## config.mk

```make
export PLATFORM = sky130hd
export DESIGN_NAME = srv_mul
export DESIGN_NICKNAME = d
export VERILOG_FILES = /design/src/hdl/srv_pkg.sv /design/src/hdl/srv_mul.sv
export SDC_FILE = /design/constraint.sdc
export NUM_CORES = 2
export LEC_CHECK = 0
export BUFFER_PORTS_ARGS = -buffer_cell sky130_fd_sc_hd__buf_2
export CORE_MARGIN = 3
export CORE_UTILIZATION = 25
export CTS_BUF_LIST = sky130_fd_sc_hd__clkbuf_4 sky130_fd_sc_hd__clkbuf_8 sky130_fd_sc_hd__clkbuf_16
export CTS_CLUSTER_DIAMETER = 30
export CTS_CLUSTER_SIZE = 16
export DETAILED_ROUTE_END_ITERATION = 10
export PLACE_DENSITY = 0.48
export SYNTH_ARGS = -nofsm -noshare
export SYNTH_HDL_FRONTEND = slang
export SYNTH_SLANG_ARGS = --single-unit
```

## constraint.sdc

```tcl
create_clock -name clk -period 10.91 [get_ports clk]
set_input_delay 3.273 -clock clk [delete_from_list [all_inputs] [get_ports clk]]
set_output_delay 3.273 -clock clk [all_outputs]
set_load 0.03 [all_outputs]
```

## src/hdl/srv_pkg.sv

```systemverilog
// Shared types, constants and arithmetic helpers for the spring reverb core.
package srv_pkg;

  localparam int SAMPLE_BITS = 24;
  localparam int AP_DEPTH    = 1024;
  localparam int COMB_DEPTH  = 4096;

  localparam int TDATA_W = ((SAMPLE_BITS + 7) / 8) * 8;

  localparam int COEF_W    = 26;
  localparam int COEF_FRAC = 24;
  localparam int Z_FRAC    = 4;
  localparam int GAIN_FRAC = 15;
  localparam int Z_W       = SAMPLE_BITS + 8;
  localparam int ACC_W     = Z_W + COEF_FRAC - Z_FRAC + 4;

  localparam int MUL_A_W = COEF_W;
  localparam int MUL_B_W = SAMPLE_BITS + 1;
  localparam int PROD_W  = MUL_A_W + MUL_B_W;

  localparam int AP_LINES = 3;
  localparam int CB_LINES = 2;
  localparam int AP_TOTAL = AP_LINES * AP_DEPTH;
  localparam int CB_TOTAL = CB_LINES * COMB_DEPTH;
  localparam int AP_AW    = $clog2(AP_TOTAL);
  localparam int CB_AW    = $clog2(CB_TOTAL);
  localparam int AP_PW    = $clog2(AP_DEPTH);
  localparam int CB_PW    = $clog2(COMB_DEPTH);
  localparam int AP_NW    = $clog2(AP_DEPTH + 1);
  localparam int CB_NW    = $clog2(COMB_DEPTH + 1);
  localparam int AP_SEL_W = $clog2(AP_LINES);

  localparam int CLR_LEN = (AP_TOTAL > CB_TOTAL) ? AP_TOTAL : CB_TOTAL;
  localparam int CLR_W   = $clog2(CLR_LEN);

  localparam int AP_LEN_W   = 11;
  localparam int CB_LEN_W   = 13;
  localparam int CFG_IDX_W  = 3;
  localparam int CFG_DATA_W = 13;

  typedef logic signed [SAMPLE_BITS-1:0] sample_t;
  typedef logic signed [MUL_B_W-1:0]     wide_sample_t;
  typedef logic signed [Z_W-1:0]         z_t;
  typedef logic signed [ACC_W-1:0]       acc_t;
  typedef logic signed [COEF_W-1:0]      coef_t;
  typedef logic signed [PROD_W-1:0]      prod_t;
  typedef logic [AP_LEN_W-1:0]           ap_len_t;
  typedef logic [CB_LEN_W-1:0]           cb_len_t;
  typedef logic [CFG_IDX_W-1:0]          cfg_idx_t;

  // register indexes on the configuration port
  localparam cfg_idx_t REG_AP_LEN_A = cfg_idx_t'(0);
  localparam cfg_idx_t REG_AP_LEN_B = cfg_idx_t'(1);
  localparam cfg_idx_t REG_AP_LEN_C = cfg_idx_t'(2);
  localparam cfg_idx_t REG_CB_LEN_A = cfg_idx_t'(3);
  localparam cfg_idx_t REG_CB_LEN_B = cfg_idx_t'(4);

  localparam ap_len_t AP_LEN_A_RST = ap_len_t'(225);
  localparam ap_len_t AP_LEN_B_RST = ap_len_t'(341);
  localparam ap_len_t AP_LEN_C_RST = ap_len_t'(441);
  localparam cb_len_t CB_LEN_A_RST = cb_len_t'(1617);
  localparam cb_len_t CB_LEN_B_RST = cb_len_t'(1991);

  // Q1.15 gains
  localparam coef_t G_ALLPASS = coef_t'(19661);
  localparam coef_t G_DAMP    = coef_t'(13763);
  localparam coef_t G_FB_A    = coef_t'(22938);
  localparam coef_t G_FB_B    = coef_t'(22282);

  typedef struct packed {
    coef_t b0;
    coef_t b1;
    coef_t b2;
    coef_t a1;
    coef_t a2;
  } bq_coef_t;

  // Q2.24, 48 kHz
  localparam bq_coef_t HP_COEF = '{b0: coef_t'(16374375), b1: coef_t'(-32748750),
                                   b2: coef_t'(16374375), a1: coef_t'(-32739276),
                                   a2: coef_t'(15981023)};
  localparam bq_coef_t LP_COEF = '{b0: coef_t'(758156), b1: coef_t'(1516312),
                                   b2: coef_t'(758156), a1: coef_t'(-21992550),
                                   a2: coef_t'(8247951)};

  localparam acc_t SMP_HI = acc_t'((longint'(1) <<< (SAMPLE_BITS - 1)) - 1);
  localparam acc_t SMP_LO = ~SMP_HI;
  localparam acc_t Z_HI   = acc_t'((longint'(1) <<< (Z_W - 1)) - 1);
  localparam acc_t Z_LO   = ~Z_HI;

  // round half up, then drop s fraction bits
  function automatic acc_t rnd_shift(input acc_t v, input int s);
    acc_t half;
    half = '0;
    half[s-1] = 1'b1;
    return (v + half) >>> s;
  endfunction

  function automatic sample_t sat_sample(input acc_t v);
    acc_t r;
    if (v > SMP_HI) r = SMP_HI;
    else if (v < SMP_LO) r = SMP_LO;
    else r = v;
    return SAMPLE_BITS'(r);
  endfunction

  function automatic z_t sat_z(input acc_t v);
    acc_t r;
    if (v > Z_HI) r = Z_HI;
    else if (v < Z_LO) r = Z_LO;
    else r = v;
    return Z_W'(r);
  endfunction

  // zero length acts as one, lengths past the store clamp to its depth
  function automatic logic [AP_NW-1:0] ap_eff_len(input ap_len_t len);
    logic [AP_NW-1:0] n;
    if (len == '0) n = AP_NW'(1);
    else if (int'(len) > AP_DEPTH) n = AP_NW'(AP_DEPTH);
    else n = AP_NW'(len);
    return n;
  endfunction

  function automatic logic [CB_NW-1:0] cb_eff_len(input cb_len_t len);
    logic [CB_NW-1:0] n;
    if (len == '0) n = CB_NW'(1);
    else if (int'(len) > COMB_DEPTH) n = CB_NW'(COMB_DEPTH);
    else n = CB_NW'(len);
    return n;
  endfunction

  function automatic logic [AP_PW-1:0] ap_next_ptr(input logic [AP_PW-1:0] p,
                                                   input ap_len_t len);
    logic [AP_NW-1:0] p1;
    p1 = AP_NW'(p) + AP_NW'(1);
    return (p1 >= ap_eff_len(len)) ? '0 : AP_PW'(p1);
  endfunction

  function automatic logic [CB_PW-1:0] cb_next_ptr(input logic [CB_PW-1:0] p,
                                                   input cb_len_t len);
    logic [CB_NW-1:0] p1;
    p1 = CB_NW'(p) + CB_NW'(1);
    return (p1 >= cb_eff_len(len)) ? '0 : CB_PW'(p1);
  endfunction

endpackage

```

## src/hdl/srv_mul.sv

```systemverilog
// Shared signed multiplier with a registered product.
module srv_mul (
  input  logic                                clk,
  input  logic signed [srv_pkg::MUL_A_W-1:0]  a,
  input  logic signed [srv_pkg::MUL_B_W-1:0]  b,
  output srv_pkg::prod_t                      p
);

  always_ff @(posedge clk) begin
    p <= a * b;
  end

endmodule

```

; Word level (Yosys, flattened, before mapping)
; Index checks and enable logic that the tools add are counted.
[totals]
reg_bits = 51
input_bits = 52
output_inout_bits = 51
[classes]
mul = 1
[ops]
columns = op, count
row1 = $mul A26 B25 Y51, 1

; Longest topological paths before layout
[depth]
ltp_word = 1
ltp_mapped = 27
ltp_nobuf = 24

; Worst setup path before layout
; OpenSTA, ideal clock, no wires.
[synth_timing]
path_type = input port to flip-flop
start = in a[25] (netlist name)
end = reg p[49]
setup_ns = 0.072
t_arrival_ns = 9.655
required_ns = 10.838
slack_ns = 1.183
cell_stages = 21
path_buffers = 2
cell_sequence = clkbuf_1 -> nand2_1 -> inv_1 -> fa_1 -> inv_1 -> fa_1 -> fa_1 -> inv_1 -> fa_1 -> fa_1 -> fa_1 -> fa_1 -> ha_1 -> buf_2 -> and3_1 -> and2_1 -> a221o_1 -> a221o_1 -> a211o_1 -> nor2_1 -> xnor2_1
[synth_between]
elab_chain_len = 1
[synth_rtl]
columns = item, line_no
row1 = from (decl), srv_mul.sv:4  ; input logic signed [srv_pkg::MUL_A_W-1:0] a,
row2 = $mul A26 B25 Y51, srv_mul.sv:10  ; p <= a * b;
row3 = to (signal assigned), srv_mul.sv:10
row4 = to (decl), srv_mul.sv:6  ; output srv_pkg::prod_t p
; Every way passes these cells.

; Worst setup path after layout
[layout_timing]
start = in b[4] (netlist name)
end = reg p[50]
[layout_between]
elab_chain_len = 1
[layout_rtl]
columns = item, line_no
row1 = from (decl), srv_mul.sv:5  ; input logic signed [srv_pkg::MUL_B_W-1:0] b,
row2 = $mul A26 B25 Y51, srv_mul.sv:10
; Every way passes these cells.

==> results.yml <==
yosys:
  synthAdderAreaFrac: 0.620
  synth-seq-cells: 51
  syn_nets: 3499
  yosys_warnings: 0
  synth_compound_area_frac: 0.0463
  yosysSeqAreaShare: 0.0410
  synthXorXnorAreaFrac: 0.0204
  synth_area_leaders: "fa_1 (55%), inv_1 (9.9%), and2_1 (8.0%)"
  synth_cells: 2623
  synth_top_flop_cell: "dfxtp_1"
  synth_top_area_share: 0.548
  synth_edf_count: 0
  synth_top_area_cell: "fa_1"
  synth.avg_cell_area_um2: 9.49
  synth_mux_area_frac: 0.000905
  netlist_area_um2: 24900
  async_flop_share: 0
  synth_top_family_by_area: "adder cells"
  synth_cell_types: 64
  synth_simple_gate_area_frac: 0.154
clock_tree:
  cts_sinks: 51
  path_clk_slew_ns: 0.08
  cts_htree_levels: 2
  post_cts.repair.setup_buffers: 0
  cts_buffers: 5
  cts_hold_buf: 0
  postCtsResizedCells: 0
  cts_tree: "built"
  clockRootBuffer: "clkbuf_16"
  cts_buffer_depth: 2
sta:
  worst_slew_pin_slew_ns: 0.704
  fin_ws_ns: 0.596
  drv_slew: 0
  max_slew_margin: 0.530
  period_needed_ns: 10.31
  setup_violations: 0
  min_period_over_period: 0.945
  tns_ns: 0
  rsz0062_at_grt: "false"
  fmax_mhz: 97.0
  hold_viol: 0
global_route:
  grt_max_degree: 28
  gr-total-overflow: 0
  antenna_found_initial: 5
  grt_pass1_vias: 18900
  grt.total_usage: 0.139
  grt_pass1_wl_um: 111000
worst_setup_path:
  worstPathArrival_ns: 10.51
  cp_slowest_stage_delay_ns: 0.82
  crit_cells: 21
  cp-start-kind: "input pin"
  critical-path-top-cell-by-count: "fa_1"
  path_class: "in -> reg"
  worst-path-buf-inv: 4
  crit_slowest_cell: "fa_1"
  crit_path_end_kind: "flip-flop"
  path_cells: "buf_2 -> nand2_1 -> inv_1 -> fa_1 -> inv_1 -> fa_1 -> fa_1 -> inv_1 -> fa_1 -> fa_1 -> fa_1 -> fa_1 -> ha_1 -> and2_1 -> nand3_1 -> or3b_1 -> o21ai_1 -> o21ba_2 -> a21oi_1 -> o22ai_1 -> xnor2_1"
  crit_fanout: 26
  required_ns: 11.10
  path_delay_family: "adder cells"
finish:
  fin_cells: 3943
  layout-drive-gt1-share: 0.0656
  biggestRegsByFlops: "p (51)"
  areaGrowthSynthToFinish_pct: 8.59
  largest_register_ff_count: 51
  largest-register: "p"
  fin_nets: 3529
run:
  drv_cap: 0
drt:
  drt-total-wl_um: 69300
  vias: 16900
  drt-vias-per-instance: 4.29
  drtIter0Drc: 683
  postRouteAntennaNets: 0
  detail_route.wl_per_cell_um: 17.6
  drt-pass1-iter-count: 5
  drc: 0
placement:
  dp_cells: 3933
  dp_hpwl_um: 59800
  place_congestion: 0.777
  pre_cts_ws_ns: 0.312
  port_buffers: 102
floorplanning:
  num_rows: 115
  die_w_um: 322
  start_util: 0.253
  ioPinCount: 103
  dieArea_um2: 103000
  core_area_um2: 98600
  die_y_um: 322
hold_path:
  hold_depth: 2
  worst_hold_path_type: "in -> reg"
run_status:
  outcome: "complete, no violations"
==> final cells by class <==
class / count / area, um2
clock inverter: 1 / 30.0
sequential: 51 / 1020
timing repair buffer: 143 / 818
clock buffer: 6 / 133
fill: 10600 / 71500
antenna: 3 / 7.51
multi-input combinational: 1796 / 20900
inverter: 656 / 2460
tap: 1287 / 1610
==> kinds of logic after synthesis <==
logic type      count (synthesis)
buf+inv                       776
xor+xnor                       58
mux                             2
simple gates                  755
flops                          51
compound gates                157
fa+ha+maj                     824
==> per-stage QoR <==
step | util | hold WS [ns] | cell area, um2
2_1_floorplan | - | 3.40 | 24900
3_3_place_gp | 0.273 | 3.71 | 26900
3_5_place_dp | 0.273 | 3.71 | 26900
4_1_cts | 0.274 | 3.51 | 27000
5_1_grt | 0.274 | 3.52 | 27000
6_report | 0.274 | 3.52 | 27000
==> cells in the mapped netlist, types with 3 or more instances <==
library cell  instances
clkbuf_1            111
nor2_1               26
a211oi_1              5
xor2_1               16
nor2b_1              28
o21ai_1               7
o21a_1                6
a221o_1               4
inv_1               656
o21ai_0              15
fa_1                681
nand2b_1             12
ha_1                143
and3_1                3
or3_1                 3
xnor2_1              42
o21bai_1              8
nand4_1              11
and2_1              318
a21oi_1              42
nor4_1                3
a211oi_2              3
nand2_1             330
a21oi_2               4
nand3_1               6
dfxtp_1              51
a21o_1               26
a31oi_1               6
nor3_1                8
buf_2                 9
==> worst paths after layout <==
kind  slack (ns)     to  from
max         0.60  p[50]  b[4]
min         3.52   p[0]  a[0]
==> per-layer routing <==
layer  up-vias  track usage  part of all wire
met4         0       0.0163             0.015
met1      9037        0.178              0.42
met3        48       0.0141             0.030
met2       238        0.259              0.53
met5         -            0                 0
li1       7602            -                 -
==> layout by cell type, fill, tap and decap left out, types with 3 or more instances in the layout <==
master	synthesis	routed
nor3_1	8	8
a211oi_2	3	3
ha_1	143	143
nor2b_1	28	28
o21ai_1	7	7
diode_2	0	3
buf_2	9	102
or3_1	3	3
o21a_1	6	6
a211oi_1	5	5
a21oi_2	4	4
nand2b_1	12	12
a21oi_1	42	42
xor2_1	16	16
a21o_1	26	26
fa_1	681	681
nor2_1	26	26
inv_1	656	656
nor4_1	3	3
o21bai_1	8	8
and3_1	3	3
and2_1	318	318
clkbuf_16	0	5
nand3_1	6	6
a221o_1	4	4
xnor2_1	42	42
buf_4	0	41
nand4_1	11	11
nand2_1	330	330
o21ai_0	15	15
a31oi_1	6	6
dfxtp_1	51	51
Power is left out: the tool's default activity adds up to more than one toggle a clock period on the data nets, which glitch-free logic cannot reach.
